==> config.mk <==
export PLATFORM = sky130hd
export DESIGN_NAME = shg_ctrl
export DESIGN_NICKNAME = d
export VERILOG_FILES = /design/src/design/shg_pkg.sv /design/src/design/shg_ctrl.sv
export SDC_FILE = /design/constraint.sdc
export NUM_CORES = 1
export LEC_CHECK = 0
export ABC_CLOCK_PERIOD_IN_PS = 1880
export BUFFER_PORTS_ARGS = -buffer_cell sky130_fd_sc_hd__buf_2
export CORE_MARGIN = 10
export CORE_UTILIZATION = 46
export CTS_BUF_LIST = sky130_fd_sc_hd__clkbuf_4 sky130_fd_sc_hd__clkbuf_8 sky130_fd_sc_hd__clkbuf_16
export CTS_CLUSTER_DIAMETER = 150
export DETAILED_ROUTE_END_ITERATION = 10
export PLACE_DENSITY = 0.86
export SLEW_MARGIN = 20
export SYNTH_ARGS = -nofsm -noshare
export SYNTH_HDL_FRONTEND = slang
export SYNTH_SLANG_ARGS = --single-unit
==> constraint.sdc <==
create_clock -name clk -period 1.88 [get_ports clk]
set_input_delay 0.094 -clock clk [delete_from_list [all_inputs] [get_ports clk]]
set_output_delay 0.094 -clock clk [all_outputs]
set_load 0.01 [all_outputs]
==> src/design/shg_pkg.sv <==
package shg_pkg;

	// sizing of the grid
	localparam int MAX_SPOT_COUNT   = 256;
	localparam int BUCKET_COUNT     = 16;
	localparam int TILES_PER_BUCKET = 8;
	localparam int SPOTS_PER_TILE   = 8;

	// item field widths
	localparam int OP_W       = 2;
	localparam int POS_W      = 24;
	localparam int REACH_W    = 23;
	localparam int HANDLE_W   = 8;
	localparam int STATUS_W   = 3;
	localparam int TWID_W     = 13;
	localparam int TWID_RESET = 16;

	// fixed point and tile coordinate arithmetic
	localparam int FRAC_W   = 8;
	localparam int SUM_W    = POS_W + 1;
	localparam int TCOORD_W = SUM_W - FRAC_W;
	localparam int QUO_W    = TCOORD_W - 1;
	localparam int DIVCNT_W = $clog2(QUO_W);

	// derived storage widths
	localparam int SCOUNT_W   = $clog2(MAX_SPOT_COUNT + 1);
	localparam int BKT_W      = $clog2(BUCKET_COUNT);
	localparam int SLOT_W     = $clog2(TILES_PER_BUCKET);
	localparam int TILE_IDX_W = BKT_W + SLOT_W;
	localparam int MEMB_W     = $clog2(SPOTS_PER_TILE);
	localparam int BFILL_W    = $clog2(TILES_PER_BUCKET + 1);
	localparam int TFILL_W    = $clog2(SPOTS_PER_TILE + 1);
	localparam int TILE_COUNT = BUCKET_COUNT * TILES_PER_BUCKET;
	localparam int MEMB_COUNT = TILE_COUNT * SPOTS_PER_TILE;

	localparam logic [15:0] HASH_MASK_X = 16'hD555;
	localparam logic [15:0] HASH_MASK_Y = 16'h5555;

	typedef enum logic [OP_W-1:0] {
		OP_MAKE   = 2'd0,
		OP_LINK   = 2'd1,
		OP_UNLINK = 2'd2,
		OP_NOP    = 2'd3
	} op_t;

	typedef enum logic [STATUS_W-1:0] {
		ST_OK          = 3'd0,
		ST_SPOTS_FULL  = 3'd1,
		ST_BAD_HANDLE  = 3'd2,
		ST_NOT_FOUND   = 3'd3,
		ST_BUCKET_FULL = 3'd4,
		ST_TILE_FULL   = 3'd5
	} status_t;

	typedef enum logic [4:0] {
		S_IDLE,
		S_DISPATCH,
		S_DIV_LOAD,
		S_DIV_STEP,
		S_DIV_STORE,
		S_SCAN,
		S_SCAN_CMP,
		S_FILL_RD,
		S_FILL_LD,
		S_TILE_OP,
		S_MEM_SCAN,
		S_MEM_CMP,
		S_SHIFT,
		S_SHIFT_WR,
		S_NEXT,
		S_DONE
	} ctrl_state_t;

	typedef struct packed {
		logic    cap_item;
		logic    spot_wr;
		logic    spot_rd;
		logic    div_load;
		logic    div_step;
		logic    div_store;
		logic    walk_init;
		logic    scan_rd;
		logic    scan_next;
		logic    tile_hit;
		logic    tile_make;
		logic    fill_rd;
		logic    fill_load;
		logic    link_wr;
		logic    mem_init;
		logic    mem_rd;
		logic    mem_next;
		logic    shift_rd;
		logic    shift_wr;
		logic    fill_dec;
		logic    step_x;
		logic    step_y;
		logic    out_load;
		status_t out_status;
	} shg_cmd_t;

	typedef struct packed {
		op_t  op;
		logic spots_full;
		logic bad_handle;
		logic div_last_step;
		logic div_last_op;
		logic scan_end;
		logic bucket_full;
		logic coord_match;
		logic tile_full;
		logic mem_end;
		logic mem_match;
		logic shift_end;
		logic x_end;
		logic y_end;
		logic out_free;
	} shg_sts_t;

endpackage

==> src/design/shg_ctrl.sv <==
module shg_ctrl import shg_pkg::*; (
	input  logic     clk,
	input  logic     arst_n,
	input  logic     in_valid,
	output logic     in_ready,
	input  shg_sts_t sts,
	output shg_cmd_t cmd
);

	ctrl_state_t state_q, state_d;
	status_t     res_q, res_d;
	logic        is_link;

	assign is_link  = sts.op == OP_LINK;
	assign in_ready = state_q == S_IDLE;

	always_ff @(posedge clk or negedge arst_n) begin
		if (!arst_n) begin
			state_q <= S_IDLE;
			res_q   <= ST_OK;
		end else begin
			state_q <= state_d;
			res_q   <= res_d;
		end
	end

	// next state
	always_comb begin
		state_d = state_q;
		unique case (state_q)
			S_IDLE: begin
				if (in_valid) state_d = S_DISPATCH;
			end
			S_DISPATCH: begin
				unique case (sts.op)
					OP_LINK, OP_UNLINK: state_d = sts.bad_handle ? S_DONE : S_DIV_LOAD;
					default: state_d = S_DONE;
				endcase
			end
			S_DIV_LOAD: state_d = S_DIV_STEP;
			S_DIV_STEP: begin
				if (sts.div_last_step) state_d = S_DIV_STORE;
			end
			S_DIV_STORE: state_d = sts.div_last_op ? S_SCAN : S_DIV_LOAD;
			S_SCAN: begin
				priority if (!sts.scan_end) state_d = S_SCAN_CMP;
				else if (sts.bucket_full) state_d = S_DONE;
				else state_d = S_TILE_OP;
			end
			S_SCAN_CMP: state_d = sts.coord_match ? S_FILL_RD : S_SCAN;
			S_FILL_RD:  state_d = S_FILL_LD;
			S_FILL_LD:  state_d = S_TILE_OP;
			S_TILE_OP: begin
				priority if (!is_link) state_d = S_MEM_SCAN;
				else if (sts.tile_full) state_d = S_DONE;
				else state_d = S_NEXT;
			end
			S_MEM_SCAN: state_d = sts.mem_end ? S_DONE : S_MEM_CMP;
			S_MEM_CMP:  state_d = sts.mem_match ? S_SHIFT : S_MEM_SCAN;
			S_SHIFT:    state_d = sts.shift_end ? S_NEXT : S_SHIFT_WR;
			S_SHIFT_WR: state_d = S_SHIFT;
			S_NEXT:     state_d = (sts.x_end && sts.y_end) ? S_DONE : S_SCAN;
			S_DONE: begin
				if (sts.out_free) state_d = S_IDLE;
			end
			default: state_d = S_IDLE;
		endcase
	end

	// commands
	always_comb begin
		cmd            = '0;
		cmd.out_status = res_q;
		res_d          = res_q;
		unique case (state_q)
			S_IDLE: begin
				if (in_valid) begin
					cmd.cap_item = 1'b1;
					res_d        = ST_OK;
				end
			end
			S_DISPATCH: begin
				unique case (sts.op)
					OP_MAKE: begin
						if (sts.spots_full) res_d = ST_SPOTS_FULL;
						else cmd.spot_wr = 1'b1;
					end
					OP_LINK, OP_UNLINK: begin
						if (sts.bad_handle) res_d = ST_BAD_HANDLE;
						else cmd.spot_rd = 1'b1;
					end
					default: ;
				endcase
			end
			S_DIV_LOAD: cmd.div_load = 1'b1;
			S_DIV_STEP: cmd.div_step = 1'b1;
			S_DIV_STORE: begin
				cmd.div_store = 1'b1;
				cmd.walk_init = sts.div_last_op;
			end
			S_SCAN: begin
				priority if (!sts.scan_end) cmd.scan_rd = 1'b1;
				else if (sts.bucket_full) res_d = ST_BUCKET_FULL;
				else cmd.tile_make = 1'b1;
			end
			S_SCAN_CMP: begin
				cmd.tile_hit  = sts.coord_match;
				cmd.scan_next = !sts.coord_match;
			end
			S_FILL_RD: cmd.fill_rd = 1'b1;
			S_FILL_LD: cmd.fill_load = 1'b1;
			S_TILE_OP: begin
				priority if (!is_link) cmd.mem_init = 1'b1;
				else if (sts.tile_full) res_d = ST_TILE_FULL;
				else cmd.link_wr = 1'b1;
			end
			S_MEM_SCAN: begin
				if (sts.mem_end) res_d = ST_NOT_FOUND;
				else cmd.mem_rd = 1'b1;
			end
			S_MEM_CMP: cmd.mem_next = !sts.mem_match;
			S_SHIFT: begin
				cmd.fill_dec = sts.shift_end;
				cmd.shift_rd = !sts.shift_end;
			end
			S_SHIFT_WR: cmd.shift_wr = 1'b1;
			S_NEXT: begin
				cmd.step_x = !sts.x_end;
				cmd.step_y = sts.x_end && !sts.y_end;
			end
			S_DONE: cmd.out_load = sts.out_free;
			default: ;
		endcase
	end

`ifndef NO_ASSERTIONS
	a_load_free: assert property (@(posedge clk) disable iff (!arst_n)
		cmd.out_load |-> sts.out_free)
		else $error("result loaded over an untaken result");
	a_accept_idle: assert property (@(posedge clk) disable iff (!arst_n)
		cmd.cap_item |=> state_q == S_DISPATCH)
		else $error("accepted item not dispatched");
	a_walk_err: assert property (@(posedge clk) disable iff (!arst_n)
		(state_q == S_NEXT && state_d == S_SCAN) |-> res_q == ST_OK)
		else $error("walk continued after an error");
`endif

endmodule

* Yosys cells after proc, flatten, opt, wreduce, memory -nomap -nowiden
Index checks and enable logic that the tools add are counted.
** Storage, ports and cells
- Input bits :: 19
- Bits in registers :: 8
** Cells by class
- Muxes and demuxes :: 56
- Equal/unequal tests :: 28
- Reduce and logical (&&, ||, !) cells :: 13
** Operators by type and width (number)
- $pmux W5 S16 :: 1
- $eq A5 B4 Y1 const B :: 8
- $mux W3 :: 13
- $mux W1 :: 26
- $eq A5 B3 Y1 const B :: 4
- $mux W4 :: 4
- $ne A2 B2 Y1 const B :: 8
- $mux W5 :: 3
- $pmux W3 S5 :: 1
- $mux W2 :: 7
- $eq A5 B2 Y1 const B :: 2
- $reduce_and A10 Y1 :: 1
- $ne A3 B3 Y1 const B :: 2
- $pmux W3 S2 :: 1
- $eq A5 B1 Y1 const B :: 1
- $logic_not A1 Y1 :: 5
- $logic_not A5 Y1 :: 1
- $reduce_bool A5 Y1 :: 1
- $ne A3 B2 Y1 const B :: 1
- $reduce_and A3 Y1 :: 1
- $eq A2 B1 Y1 const B :: 1
- $eq A2 B2 Y1 const B :: 1
- $logic_and A1 B1 Y1 :: 2
- $logic_not A2 Y1 :: 1
- $reduce_or A2 Y1 :: 1

* Logic depth before layout (Yosys ltp)
- Depth in word-level cells :: 4
- Mapped depth :: 7
- Depth with buffers taken out :: 7

* Worst setup path before layout
No wires, ideal clock.
- Path type :: reg2reg
- From :: reg state_q[3]
- To :: reg res_q[0]
- Data required time :: 1755 ps
- Stages on the path, launching flop included :: 7
- Arrival time :: 1577 ps
- Path slack :: 178 ps
- Cells stage by stage :: dfrtp_1 or2_1 buf_6 nor4b_4 a211oi_2 o211ai_2 mux2_4
** Between the ends
- Longest elaborated chain between the ends :: 3
- Elaborated cells between the ends (all ways) :: 17
- Classes of those cells :: eq/ne (13); mux (1); reduce/logical (3)
** RTL lines
- start, declared :: RTL line shg_ctrl.sv:10 : ctrl_state_t state_q, state_d;
- start signal, assigned :: RTL line shg_ctrl.sv:22 : state_q <= state_d;
- $eq A5 B1 Y1 (tied with other cells) :: RTL line shg_ctrl.sv:75 : unique case (state_q)
- $ne A3 B2 Y1 (no source line) (tied with other cells)
- $reduce_and A10 Y1 (no source line)
- end signal, assigned :: RTL line shg_ctrl.sv:23 : res_q <= res_d;
- end, declared :: RTL line shg_ctrl.sv:11 : status_t res_q, res_d;
Parallel ways exist; a longest one is shown, timed or not.
A chain may end at the register's enable or synchronous reset.

==> flow_metrics.env <==
export IMPL_met3_usage_pct=3.22
export IMPL_hold_class="input port to register"
export IMPL_worstSkewPairLatency_ns=0.27
export IMPL_firstDrtPassIters=4
export IMPL_drive_gt1_share_pct=45.0
export IMPL_wirelength_um=3210
export IMPL_clock_power_share_pct=8.6
export IMPL_met2_usage_pct=25.0
export IMPL_cts_buffers=3
export IMPL_initial_utilization_pct=48.6
export IMPL_rsz0062_at_grt="false"
export IMPL_ir_drop_mv=1.02
export IMPL_grt_antenna_before_repair=0
export IMPL_p_leak_uw=0.000623
export IMPL_period_needed_ns=1.80
export IMPL_syn_avg_cell_area_sq_um=7.81
export IMPL_io_buffers=45
export IMPL_hpwl_um=2540
export IMPL_multiInputGateArea_sq_um=679
export IMPL_pwr_share_comb_pct=75.0
export IMPL_yosysUniqueCellTypes=45
export IMPL_cp_required_ns=1.79
export IMPL_swShare_pct=51.4
export IMPL_synth_cells=122
export IMPL_worstPathMaxFanout=15
export IMPL_setup_tns_ns=0
export IMPL_clock_tree_root_cell="clkbuf_4"
export IMPL_cts_sinks=7
export IMPL_grt_util_met1_pct=17.7
export IMPL_nFillCells=186
export IMPL_finalHoldViolCount=0
export IMPL_skew_ns=0.00747
export IMPL_wire_per_inst_um=16.4
export IMPL_p_per_area_mw_per_mm2=1550
export IMPL_drc=0
export IMPL_period_share_pct=95.7
export IMPL_fp_dieArea_sq_mm=0.00429
export IMPL_yosysSeqAreaShare_pct=18.4
export IMPL_p_switching_uw=994
export IMPL_timing_fmax_ghz=0.556
export IMPL_core_area_sq_mm=0.00196
export IMPL_top_usage_layer="met2"
export IMPL_cts_setup_buffers=0
export IMPL_setup_viol=0
export IMPL_worst_slew_pin_slew_ns=0.443
export IMPL_seq_area_sq_um=176
export IMPL_die_h_um=65.5
export IMPL_rows=16
export IMPL_drv_cap=0
export IMPL_max_slew_margin_pct=69.7
export IMPL_num_vias=1090
export IMPL_synth_fp_nets=143
export IMPL_grtUsageTotal_pct=14.5
export IMPL_io_pins=46
export IMPL_gp_congestion=0.976
export IMPL_grt_pass1_vias=1048
export IMPL_syn2layout_area_growth_pct=30.6
export IMPL_final_cell_mix="45 x buf_2, 12 x nor3_1, 10 x nor2_1"
export IMPL_crit_arrival_ns=1.71
export IMPL_p_seq_share_pct=16.4
export IMPL_yosysWarnings=0
export IMPL_maxSlewViolCount=0
export IMPL_cts_max_level=1
export IMPL_final_nets=191
export IMPL_via_per_inst=5.56
export IMPL_cp_start_kind="register"
export IMPL_grt_remaining_overflow=0
export IMPL_cts_buffer_depth=2
export IMPL_grt_max_degree=23
export IMPL_fin_util_pct=63.5
export IMPL_final_antenna_net_count=0
export IMPL_intPower_uw=938
export IMPL_antennaDiodeCount=0
export IMPL_grt_pass1_wl_um=5130
export IMPL_drt_iter0_drc=69
export IMPL_cts_tree="yes"
export IMPL_die_width_um=65.5
export IMPL_cts_clk_slew_worst_paths_ns=0.06
export IMPL_end_kind="primary output"
export IMPL_layout_commonest_cell="buf_2"
export IMPL_path_class="register to primary output"
export IMPL_outcome="completed"
export IMPL_synth_cell_area_sq_um=953
export IMPL_synth_seq_cells=7
-- cells in the mapped netlist, drive strengths merged --
cell,number,area (sq um)
nor3,15,90.1
nor2,12,50.1
a21oi,10,53.8
buf,9,63.8
dfrtp,7,175
nand2b,7,46.3
inv,6,22.5
nand2,6,22.5
o21ai,4,20.0
a211oi,3,32.5
clkbuf,3,15.0
mux2,3,45.0
mux2i,3,30.0
nor2b,3,26.3
nor4,3,18.8
nor4b,3,41.3
o211ai,3,27.5
a211o,2,17.5
and3,2,17.5
ha,2,25.0
nand3,2,10.0
nor3b,2,15.0
o22ai,2,12.5
o31ai,2,15.0
a2111oi,1,8.76
a22o,1,8.76
a31oi,1,6.26
nand3b,1,7.51
o21a,1,7.51
o31a,1,8.76
or2,1,6.26
or3,1,6.26
-- routing by layer --
layer | up-vias | wire length (um)
met4 | 0 | 25
li1 | 536 | -
met5 | - | 0
met2 | 48 | 1660
met3 | 3 | 240
met1 | 503 | 1280
-- timing repair --
item / in CTS / in global routing
setup endpoints to repair: 0 / 3
hold endpoints to repair: 7 / 0
hold buffers: 1 / 0
gates resized for setup: 0 / 2
-- power groups by stage --
stage / registers [uW] / logic, uW / clock network [uW]
finish: 317 / 1450 / 165
detailed placement: 312 / 1420 / 0
global route: 331 / 1580 / 170
global placement: 303 / 1390 / 0
CTS: 311 / 1430 / 168
floorplan: 282 / 1120 / 0
-- cells by family (layout without fill, tap and decap cells) --
| group | Yosys count | after routing | share of synthesized area, % |
|---|---|---|---|
| compound gates | 31 | 31 | 23.0 |
| flops | 7 | 7 | 18.4 |
| fa+ha+maj | 2 | 2 | 2.62 |
| simple gates | 58 | 58 | 37.5 |
| mux | 6 | 6 | 7.87 |
| buf+inv | 18 | 65 | 10.6 |
-- worst max-delay path, cell delays in order, from the launching register on --
cell and delay, ns:
dfrtp_1 0.46, buf_4 0.23, nand2b_1 0.18, buf_4 0.17
nor4b_1 0.21, buf_2 0.18
-- final timing paths --
kind	slack, ns	endpoint	depth (start not counted)	from
hold reg to reg	0.50	res_q[2]$_DFFE_PN0P_	1	res_q[2]$_DFFE_PN0P_
hold / removal	0.07	state_q[2]$_DFFE_PN0P_	2	sts[0]
max in group asynchronous	1.51	state_q[3]$_DFFE_PN0P_	2	arst_n
setup / recovery	0.08	cmd[4]	5	state_q[0]$_DFFE_PN0P_
min in group asynchronous	0.19	res_q[0]$_DFFE_PN0P_	2	arst_n
setup reg to reg	0.12	res_q[2]$_DFFE_PN0P_	6	state_q[0]$_DFFE_PN0P_
-- through the flow --
step / instance area, sq um / hold WS, ns / setup WS, ns / power, uW / cells
floorplan: 953 / -0.202 / 0.178 / 1400 / 122
global placement: 1200 / -0.0679 / 0.197 / 1690 / 191
CTS: 1240 / 0.0764 / 0.0786 / 1910 / 196
global route: 1240 / 0.0830 / 0.0165 / 2090 / 196
detailed placement: 1200 / -0.0591 / 0.142 / 1740 / 191
finish: 1240 / 0.0744 / 0.0809 / 1930 / 196
-- cell type report --
cell class                 instances  share of cell area (%)
multi-input combinational         97                    54.6
timing repair buffer              55                    24.3
sequential                         7                    14.2
tap                               27                    2.71
clock buffer                       4                    2.41
inverter                           6                    1.81
-- registers in the layout, indices dropped and copies added (netlist names) --
name     flops
res_q        3
state_q      4
Note: power is estimated with default switching activity, not from simulation.
